==> config.mk <==
export PLATFORM = sky130hd
export DESIGN_NAME = ffha_ram
export DESIGN_NICKNAME = d
export VERILOG_FILES = /design/src/rtl/core/ffha_ram.sv
export SDC_FILE = /design/constraint.sdc
export NUM_CORES = 1
export LEC_CHECK = 0
export BUFFER_PORTS_ARGS = -buffer_cell sky130_fd_sc_hd__buf_2
export CORE_AREA = 2 2 111 113
export CTS_CLUSTER_DIAMETER = 150
export DETAILED_ROUTE_END_ITERATION = 12
export DIE_AREA = 0 0 113 115
export SLEW_MARGIN = 30
export SYNTH_ARGS = -nofsm -noshare
export SYNTH_HDL_FRONTEND = slang
export SYNTH_SLANG_ARGS = --single-unit
==> constraint.sdc <==
create_clock -name clk_i -period 2.2 [get_ports clk_i]
set_input_delay 0.33 -clock clk_i [delete_from_list [all_inputs] [get_ports clk_i]]
set_output_delay 0.33 -clock clk_i [all_outputs]
set_load 0.03 [all_outputs]
==> src/rtl/core/ffha_ram.sv <==
// Generic single-write, single-read RAM with registered read data.
`timescale 1ns / 1ps
`default_nettype none
module ffha_ram #(
  parameter int W = 8,
  parameter int D = 16
) (
  input  wire logic                 clk_i,
  input  wire logic                 we_i,
  input  wire logic [$clog2(D)-1:0] waddr_i,
  input  wire logic [W-1:0]         wdata_i,
  input  wire logic                 re_i,
  input  wire logic [$clog2(D)-1:0] raddr_i,
  output logic      [W-1:0]         rdata_o
);
  logic [W-1:0] mem_q [D];

  // Write port
  always_ff @(posedge clk_i) begin
    if (we_i) begin
      mem_q[waddr_i] <= wdata_i;
    end
  end

  // Registered read port
  always_ff @(posedge clk_i) begin
    if (re_i) begin
      rdata_o <= mem_q[raddr_i];
    end
  end
endmodule
`default_nettype wire

==> results of run 1 <==
[registers in the layout, summed over array words and instances, names as in the netlist]
name     cells
mem_q      128
rdata_o      8
[logic make-up after synthesis]
family	Yosys count	share of synthesized area, %
AO/OA/AOI/OAI	16	2.30
flip-flops	136	78.1
buffers and inverters	10	1.65
multiplexers	32	14.8
AND/OR/NAND/NOR	35	3.14
[synthesized netlist by cell type]
library cell / instances / area (um2)
edfxtp_1: 136 / 4080
buf_2: 3 / 15.0
nor2_1: 13 / 48.8
and2_1: 1 / 6.26
nand3_1: 1 / 5.00
nor2b_1: 1 / 6.26
a22oi_1: 16 / 120
nand2_1: 9 / 33.8
mux4_1: 14 / 368
nand3b_1: 2 / 15.0
buf_4: 1 / 7.51
buf_6: 3 / 33.8
nand2b_1: 2 / 12.5
mux4_2: 18 / 405
clkdlybuf4s25_2: 3 / 30.0
nor3_1: 4 / 20.0
and2b_1: 1 / 7.51
or3b_2: 1 / 8.76
[per-layer routing]
layer  global-route usage, %  share of wire [%]
met2                    26.0                 47
met3                    4.90                6.1
met4                    7.89                2.5
met1                    24.6                 44
met5                       0                  0
[worst paths after layout]
path                                   start          to  slack, ns  cells after the start
worst max-delay path              raddr_i[0]  rdata_o[1]       0.63                      5
worst min-delay path                    re_i  rdata_o[3]       0.30                      1
worst max register to register   mem_q[3][4]  rdata_o[4]       0.68                      3
worst min register to register  mem_q[11][3]  rdata_o[3]       0.74                      3
[placed cells by master, fill, tap and decap left out]
cell type   Yosys  routed
edfxtp_1      136     136
buf_2           3      26
mux4_2         18      18
buf_4           1      18
clkbuf_16       0      17
a22oi_1        16      16
mux4_1         14      14
nor2_1         13      13
nand2_1         9       9
nor3_1          4       4
clkinv_2        0       4
clkinvlp_4      0       4
bufinv_16       0       3
clkinv_1        0       3
buf_12          0       3
nand3b_1        2       2
nand2b_1        2       2
nor2b_1         1       1
and2_1          1       1
and2b_1         1       1
nand3_1         1       1
or3b_2          1       1
clkinv_4        0       1
[per-stage QoR]
stage | util [%] | hold slack, ns | setup slack, ns | power, uW | std cells
5_1_grt | 52.8 | 0.288 | 0.559 | 6180 | 445
3_5_place_dp | 47.8 | 0.716 | 0.205 | 3290 | 413
4_1_cts | 52.8 | 0.284 | 0.651 | 6040 | 445
6_report | 52.8 | 0.303 | 0.631 | 5990 | 445
3_3_place_gp | 47.8 | 0.715 | 0.199 | 3280 | 413
2_1_floorplan | - | 0.429 | 0.377 | 3160 | 229
[final cells by class]
type	count	area (um2)	share of cell area (%)
repair buffers	47	325	5.22
clock inverters	15	160	2.57
flip-flops and latches	136	4080	65.5
well taps	147	184	2.95
clock buffers	17	425	6.82
multi-input cells	83	1060	17.0
[power by group]
part | leakage, uW | internal [uW] | total, uW | switching (uW)
clock | 0.000277 | 1760 | 2760 | 998
sequential | 0.00124 | 2920 | 2940 | 14.6
combinational | 0.000598 | 119 | 295 | 176
total | 0.00211 | 4800 | 5990 | 1190
[critical path, cell delays in order]
cell	delay, ns
buf_2	0.25
buf_12	0.21
mux4_1	0.55
a22oi_1	0.27
nand2_1	0.10
==> key figures, run 1 <==
Clock network
  – Clock Latency Late Sink: 0.41 ns
  – Post-CTS Setup Inserts: 0
  – CTS tree: built
  – Root buffer cell: clkbuf_16
  – # hold bufs at CTS: 0
  – CTS max path bufs: 2
  – CTS resizes: 0
  – Worst-path clk slew: 0.06 ns
  – Clock sinks: 136
  – CTS H-Tree Depth: 4
  – Inserted Clock Buffers: 17

Floorplan
  – Die height: 115 um
  – Initial Util: 44.3%
  – # IOs: 27
  – DIE WIDTH: 113 um
  – Row cnt: 40
  – Die area: 0.0130 mm2
  – Core ar.: 0.0118 mm2

Place
  – RePlAce Congestion: 0.708
  – Post-DP HPWL: 6.43 mm
  – # port buffers: 26
  – Post-DP Area: 0.00565 mm2

GRT
  – GRT Util Overall: 17.5%
  – Vias in the first global route: 2488
  – Global-route wire length before repair: 15.6 mm
  – Largest net degree at the start of global routing: 33
  – Total gr overflow: 0
  – Initial antenna violation count: 0

Worst hold path
  – Worst min path class: in -> reg

STA
  – Final setup fails: 0
  – TNS Setup: 0 ns
  – Worst-margin pin slew: 0.459 ns
  – Final min period: 1.57 ns
  – Maximum clock frequency: 637 MHz
  – Max Slew Vio Count: 0
  – Max-slew headroom: 69.4%
  – Fin. Hold Viols: 0
  – Final cycle utilization of the critical path: 71.3%
  – RSZ-0062 raised after global routing: no
  – Worst clock skew: 0.00521 ns

Finish
  – Fill cells: 900
  – Nets: 304
  – Layout cells sized above 1: 31.9%
  – Antenna cells: 0
  – Design area: 0.00624 mm2
  – Area grow syn2layout: 19.3%

Power
  – Leak: 0.00211 uW
  – Cell Pwr Density: 960 mW/mm2
  – Max VDD drop: 0.000487 V

Yosys
  – #FFs+latches synth: 136
  – Post-Syn Area: 0.00523 mm2
  – Sequential fraction of the synthesis area: 78.1%
  – Synthesized Nets: 248
  – Yosys cell types: 18
  – Synth Instances: 229
  – Synthesized area per cell: 22.8 um2
  – Yosys warns: 0

Worst setup path
  – Setup CP Type: in -> reg
  – Critical path arrival: 1.72 ns
  – CP max FO: 16
  – Worst EP required: 2.35 ns
  – Crit end category: flop
  – Crit start category: input pin

Detailed routing
  – DRC errors left: 3
  – DRT Pass-1 Iters: 9
  – Routed length per instance: 23.3 um
  – Antenna Nets Post-Route: 0
  – Via count: 2444
  – Detailed Route WL: 10.4 mm
  – Vias/cell: 5.49
  – First DRT Iteration DRCs: 258

Run status
  – Status: complete, but fails checks
  – Failing checks: DRC

Run
  – Max Cap Violations: 0
No activity file was read; power rests on OpenSTA's default activity.
==> inputs of run 2 (changes only) <==
==> constraint.sdc (replaced) <==
create_clock -name clk_i -period 1.26 [get_ports clk_i]
set_input_delay 0.189 -clock clk_i [delete_from_list [all_inputs] [get_ports clk_i]]
set_output_delay 0.189 -clock clk_i [all_outputs]
set_load 0.03 [all_outputs]
==> run 2 against run 1 <==
Net effect: wire length fell by 1.9%; final cell count rose by 2.2%; worst hold slack got worse by 0.14 ns; design area rose by 3.9%; global-route usage fell by 0.22 points; utilization rose by 2.0 points; highest routed layer unchanged; critical path type is now reg -> reg; the flow finishes with violations (DRC, setup timing); clock-buffer cell count rose by 1; largest cell class unchanged; sequential power rose by 74%.
==> key figures, run 2 (synthesized netlist as in run 1, its figures left out) <==
STA
  – Final min period: 1.40 ns
  – Worst Setup Slack, final: -0.141 ns (-0.771 ns)
  – Worst-margin pin slew: 0.888 ns (+0.429 ns)
  – Final cycle utilization of the critical path: 111%
  – Max Slew Vio Count: 0 (unchanged)
  – RSZ-0062 raised after global routing: yes
  – Worst clock skew: 0.00688 ns (+0.00167 ns)
  – TNS Setup: -0.956 ns (-0.956 ns)
  – Final setup fails: 8 (+8)
  – Maximum clock frequency: 714 MHz
  – Hold WS: 0.160 ns (-0.144 ns)
  – Fin. Hold Viols: 0 (unchanged)
  – Max-slew headroom: 40.7% (-29 points)

Finish
  – Max FFs per register: 128 (unchanged)
  – Top flop regs: mem_q x128, rdata_o x8
  – Nets: 315 (+3.6%)
  – Layout cells sized above 1: 44.2% (+12 points)
  – Commonest non-fill, non-tap cell in the layout: edfxtp_1
  – Post-route non-filler standard cell count: 455 (+2.2%)
  – Largest reg by FF count: mem_q
  – Area grow syn2layout: 23.9%
  – Commonest cells after routing, fill and taps aside: edfxtp_1 (136), mux4_2 (32), buf_2 (26)
  – Fill cells: 908 (+0.89%)
  – Antenna cells: 0 (unchanged)

Power
  – Max VDD drop: 0.000968 V (+99%)
  – Combinational Power Share: 5.2% (+0.3 points)
  – Switching component of the power: 2120 uW (+78%)
  – Cell Pwr Density: 1720 mW/mm2 (+80%)
  – Int Power: 9040 uW (+88%)
  – Tot Pwr: 11200 uW (+86%)
  – Switch share: 19.0% (-0.87 points)
  – Sequential power share: 46.0% (-3.0 points)
  – Leak: 0.00216 uW (+2.3%)
  – Clock power frac: 48.8% (+2.8 points)

Worst setup path
  – Reg2reg path depth: 3 (unchanged)
  – Crit start category: flop
  – R2r startpoint: mem_q[3][5]
  – CP max FO: 1 (-15)
  – Setup CP Type: reg -> reg
  – CP startpoint: mem_q[3][5]
  – Worst EP required: 1.42 ns (-0.93 ns)
  – Crit end category: flop
  – Critical path arrival: 1.56 ns (-0.16 ns)

GRT
  – Global-route wire length before repair: 15.7 mm (+0.84%)
  – GRT Util Overall: 17.3% (-0.22 points)
  – Largest net degree at the start of global routing: 23 (-30%)
  – GRT Max-Usage Layer: met2
  – GR Layer Usage met1: 22.5% (-2.0 points)
  – GRT met2 Usage: 28.5% (+2.5 points)
  – Vias in the first global route: 2542 (+2.2%)
  – Met3 usage: 4.90% (unchanged)
  – Initial antenna violation count: 0 (unchanged)
  – Total gr overflow: 0 (unchanged)

Clock network
  – CTS tree: built
  – Root buffer cell: clkbuf_16
  – CTS H-Tree Depth: 4 (unchanged)
  – Inserted Clock Buffers: 17 (unchanged)
  – Clock Latency Late Sink: 0.41 ns (about the same)
  – Worst-path clk slew: 0.06 ns (about the same)
  – CTS max path bufs: 2 (unchanged)
  – Clock sinks: 136 (unchanged)
  – # hold bufs at CTS: 0 (unchanged)

Run status
  – Status: complete, but fails checks
  – Failing checks: DRC, setup timing

Detailed routing
  – Via count: 2444 (unchanged)
  – Antenna Nets Post-Route: 0 (unchanged)
  – DRT Pass-1 Iters: 8 (-1)
  – Detailed Route WL: 10.2 mm (-1.9%)
  – Vias/cell: 5.37 (-2.2%)
  – DRC errors left: 3 (unchanged)
  – First DRT Iteration DRCs: 224 (-13%)
  – Routed length per instance: 22.3 um (-4.0%)

Place
  – RePlAce Congestion: 0.767 (+8.3%)
  – Placed Cells: 424 (+2.7%)
  – Place WS: -0.555 ns (-0.760 ns)
  – Post-DP HPWL: 6.36 mm (-1.1%)
  – # port buffers: 26 (unchanged)

Floorplan
  – # IOs: 27 (unchanged)
  – Core ar.: 0.0118 mm2 (unchanged)
  – Row cnt: 40 (unchanged)
  – Initial Util: 44.3% (unchanged)
  – Die area: 0.0130 mm2 (unchanged)
  – Die height: 115 um (unchanged)
  – DIE WIDTH: 113 um (unchanged)

Worst hold path
  – Hold depth: 1 (unchanged)
  – Worst min path class: in -> reg
  – Hold path startpoint: re_i

Run
  – Max Cap Violations: 0 (unchanged)
[run 2: cell count changes in the layout (fill, tap and decap cells not counted), sizes merged]
cell and change:
clkinv -6, buf +11, bufinv +3, clkbuf +1, clkinvlp +1
[run 2: metal layers]
| layer | vias up | routed length (um) |
|---|---|---|
| met5 | - | 0 |
| met4 | 0 | 131 |
| met3 | 10 | 719 |
| met2 | 83 | 5210 |
| met1 | 1249 | 4110 |
| li1 | 1102 | - |
[run 2: final cells by class]
class / count / area [um2] / area share [%]
clock inverter: 13 / 228 / 3.52
tap: 147 / 184 / 2.84
sequential: 136 / 4080 / 63.1
clock buffer: 18 / 429 / 6.63
multi-input combinational: 83 / 1080 / 16.7
timing repair buffer: 58 / 470 / 7.26
[run 2: worst max-delay path: stages (launching register included)]
cell	delay, ns
edfxtp_1	0.36
mux4_2	0.49
a22oi_2	0.21
nand2_1	0.08
[run 2: through the flow]
stage,utilization [%],instance area (um2)
2_1_floorplan,-,5250
3_3_place_gp,49.0,5780
3_5_place_dp,49.0,5780
4_1_cts,54.8,6480
5_1_grt,54.8,6480
6_report,54.8,6480
[run 2: worst paths after layout]
path                 to  slack, ns
max          rdata_o[5]      -0.14
max reg2reg  rdata_o[5]      -0.14
min reg2reg  rdata_o[3]       0.76
min          rdata_o[0]       0.16
[run 2: timing repair]
item	CTS	global route
gates cloned	0	0
resized for setup	9	0
pin swaps	2	3
buffers inserted	0	0
setup endpoints to repair	8	8
endpoints found under the hold margin	0	0
[run 2: power groups by stage]
stage | Clock, uW | Combinational [uW] | Sequential (uW)
3_5_place_dp | 0 | 575 | 5220
2_1_floorplan | 0 | 285 | 5260
3_3_place_gp | 0 | 566 | 5220
6_report | 5450 | 584 | 5130
5_1_grt | 5750 | 634 | 5130
4_1_cts | 5520 | 597 | 5130
==> inputs of run 3 (changes only) <==
--- a/config.mk
+++ b/config.mk
@@ -6,10 +6,11 @@
 export NUM_CORES = 1
 export LEC_CHECK = 0
 export BUFFER_PORTS_ARGS = -buffer_cell sky130_fd_sc_hd__buf_2
-export CORE_AREA = 2 2 111 113
+export CORE_AREA = 2 2 102 104
 export CTS_CLUSTER_DIAMETER = 150
 export DETAILED_ROUTE_END_ITERATION = 12
-export DIE_AREA = 0 0 113 115
+export DIE_AREA = 0 0 104 106
+export PLACE_DENSITY = 0.73
 export SLEW_MARGIN = 30
 export SYNTH_ARGS = -nofsm -noshare
 export SYNTH_HDL_FRONTEND = slang
==> run 3 against run 2 <==
Net effect: the run ends with setup timing left; total power down 8.7%; global-route usage up 3.5 points; setup slack worse by 0.038 ns; maximum frequency down 2.7%; via count up 3.1%; clock-buffer cell count up 2; die area down 15%; utilization up 8.7 points; non-clock buffer count down 3; clock skew down 0.0014 ns; critical path depth unchanged; final cell count down 3.1%; critical endpoint is now rdata_o[0]; largest power group is now sequential cells.
==> key figures, run 3 (synthesized netlist as in run 1, its figures left out) <==
Finish
  – Largest reg by FF count: mem_q
  – Antenna cells: 0 (unchanged)
  – Max FFs per register: 128 (unchanged)
  – Layout cells sized above 1: 42.0% (-2.2 points)
  – Commonest non-fill, non-tap cell in the layout: edfxtp_1
  – Area grow syn2layout: 21.4%
  – Nets: 312 (-0.95%)
  – Top flop regs: mem_q x128, rdata_o x8
  – Post-route non-filler standard cell count: 441 (-3.1%)
  – Commonest cells after routing, fill and taps aside: edfxtp_1 (136), mux4_2 (32), buf_4 (22)

Worst setup path
  – Crit end category: flop
  – Critical path arrival: 1.70 ns (+0.14 ns)
  – R2r startpoint: mem_q[3][0]
  – Setup CP Type: reg -> reg
  – Worst EP required: 1.52 ns (+0.10 ns)
  – CP startpoint: mem_q[3][0]
  – Reg2reg path depth: 3 (unchanged)
  – R2R setup slack: -0.18 ns (-0.04 ns)
  – CP max FO: 1 (unchanged)
  – Crit start category: flop
  – R2r endpoint: rdata_o[0]

STA
  – Max-slew headroom: 45.7% (+5.1 points)
  – Maximum clock frequency: 695 MHz (-2.7%)
  – Worst Setup Slack, final: -0.179 ns (-0.0382 ns)
  – Worst-margin pin slew: 0.812 ns (-0.0756 ns)
  – Final setup fails: 12 (+4)
  – Final cycle utilization of the critical path: 114% (+3.0 points)
  – Max Slew Vio Count: 0 (unchanged)
  – Worst clock skew: 0.00553 ns (-0.00135 ns)
  – Final min period: 1.44 ns (+0.0382 ns)
  – RSZ-0062 raised after global routing: yes
  – Fin. Hold Viols: 0 (unchanged)

Floorplan
  – Initial Util: 52.3% (+8.0 points)
  – DIE WIDTH: 104 um (-8.0%)
  – Die height: 106 um (-7.8%)
  – Row cnt: 37 (-7.5%)
  – Die area: 0.0110 mm2 (-15%)
  – Core ar.: 0.0100 mm2 (-15%)
  – # IOs: 27 (unchanged)

GRT
  – Total gr overflow: 0 (unchanged)
  – GRT Util Overall: 20.8% (+3.5 points)
  – Global-route wire length before repair: 16.1 mm (+2.3%)
  – Initial antenna violation count: 0 (unchanged)
  – Largest net degree at the start of global routing: 17 (-26%)
  – Vias in the first global route: 2602 (+2.4%)

Power
  – Max VDD drop: 0.000755 V (-22%)
  – Tot Pwr: 10200 uW (-8.7%)
  – Cell Pwr Density: 1600 mW/mm2 (-6.9%)
  – Leak: 0.00211 uW (-2.2%)

Clock network
  – CTS H-Tree Depth: 4 (unchanged)
  – Inserted Clock Buffers: 17 (unchanged)
  – CTS tree: built
  – Root buffer cell: clkbuf_8
  – Worst-path clk slew: 0.06 ns (about the same)
  – Clock Latency Late Sink: 0.52 ns (+0.11 ns)
  – Clock sinks: 136 (unchanged)
  – Post-CTS Setup Inserts: 0 (unchanged)
  – CTS max path bufs: 2 (unchanged)

Detailed routing
  – First DRT Iteration DRCs: 171 (-24%)
  – DRT Pass-1 Iters: 4 (-4)
  – Antenna Nets Post-Route: 0 (unchanged)
  – Vias/cell: 5.71 (+6.4%)
  – DRC errors left: 0 (-3)
  – Detailed Route WL: 10.4 mm (+1.8%)
  – Via count: 2520 (+3.1%)
  – Routed length per instance: 23.5 um (+5.0%)

Worst hold path
  – Hold path startpoint: re_i
  – Worst min path class: in -> reg
  – Worst hold endpoint: rdata_o[0]
  – Hold depth: 1 (unchanged)

Place
  – # port buffers: 26 (unchanged)
  – Placed Cells: 410 (-3.3%)
  – RePlAce Congestion: 0.787 (+2.6%)
  – Post-DP HPWL: 6.63 mm (+4.3%)

Run status
  – Failing checks: setup timing
  – Status: complete, but fails checks

Run
  – Max Cap Violations: 0 (unchanged)
## run 3: worst max path at each step
| stage | endpoint | slack, ns | cells after the start |
|---|---|---|---|
| final | rdata_o[0] | -0.18 | 3 |
| after global routing | rdata_o[0] | -0.24 | 3 |
| after CTS | rdata_o[0] | -0.18 | 3 |
| after detailed placement | rdata_o[0] | -0.48 | 5 |
| after global placement | rdata_o[6] | -0.49 | 5 |
| after floorplan | rdata_o[1] | -0.13 | 5 |
## run 3: stage by stage
| stage | area (um2) | utilization [%] | setup WS [ns] | hold WS (ns) | TNS (ns) |
|---|---|---|---|---|---|
| after floorplan | 5250 | - | -0.129 | 0.288 | -1.28 |
| after global placement | 5730 | 57.3 | -0.492 | 0.571 | -8.09 |
| after detailed placement | 5730 | 57.3 | -0.479 | 0.570 | -10.47 |
| after CTS | 6340 | 63.4 | -0.181 | 0.0274 | -1.51 |
| after global routing | 6350 | 63.5 | -0.239 | 0.0291 | -1.96 |
| final | 6350 | 63.5 | -0.179 | 0.0457 | -1.27 |
## run 3: worst max-delay path: stages (launching register included)
cell	delay, ns
edfxtp_1	0.36
mux4_2	0.49
a22oi_2	0.22
nand2_1	0.11
## run 3: area by class of cell
type | instances | area, um2
sequential | 136 | 4080
clock buffer | 20 | 425
multi-input combinational | 83 | 1080
clock inverter | 11 | 108
tap | 136 | 170
fill | 694 | 3650
timing repair buffer | 55 | 485
## run 3: power breakdown
group	leakage (uW)	switching, uW	internal (uW)	total (uW)
Combinational	0.000616	335	268	603
Sequential	0.00124	36.5	5100	5140
Clock	0.000259	1680	2760	4440
## run 3: per-layer routing
| metal | part of all wire, % | track usage [%] | vias up | wire length [um] |
|---|---|---|---|---|
| met5 | 0 | 0 | - | 0 |
| met4 | 0.77 | 6.08 | 0 | 80 |
| met3 | 5.3 | 6.01 | 6 | 553 |
| met2 | 51 | 33.9 | 93 | 5330 |
| met1 | 42 | 27.8 | 1331 | 4390 |
| li1 | - | - | 1090 | - |
## run 3: repair_timing
action	CTS	global route
setup endpoints to repair	14	16
gates resized for setup	20	6
cloned	0	0
pin swaps	1	0
hold buffers	0	0
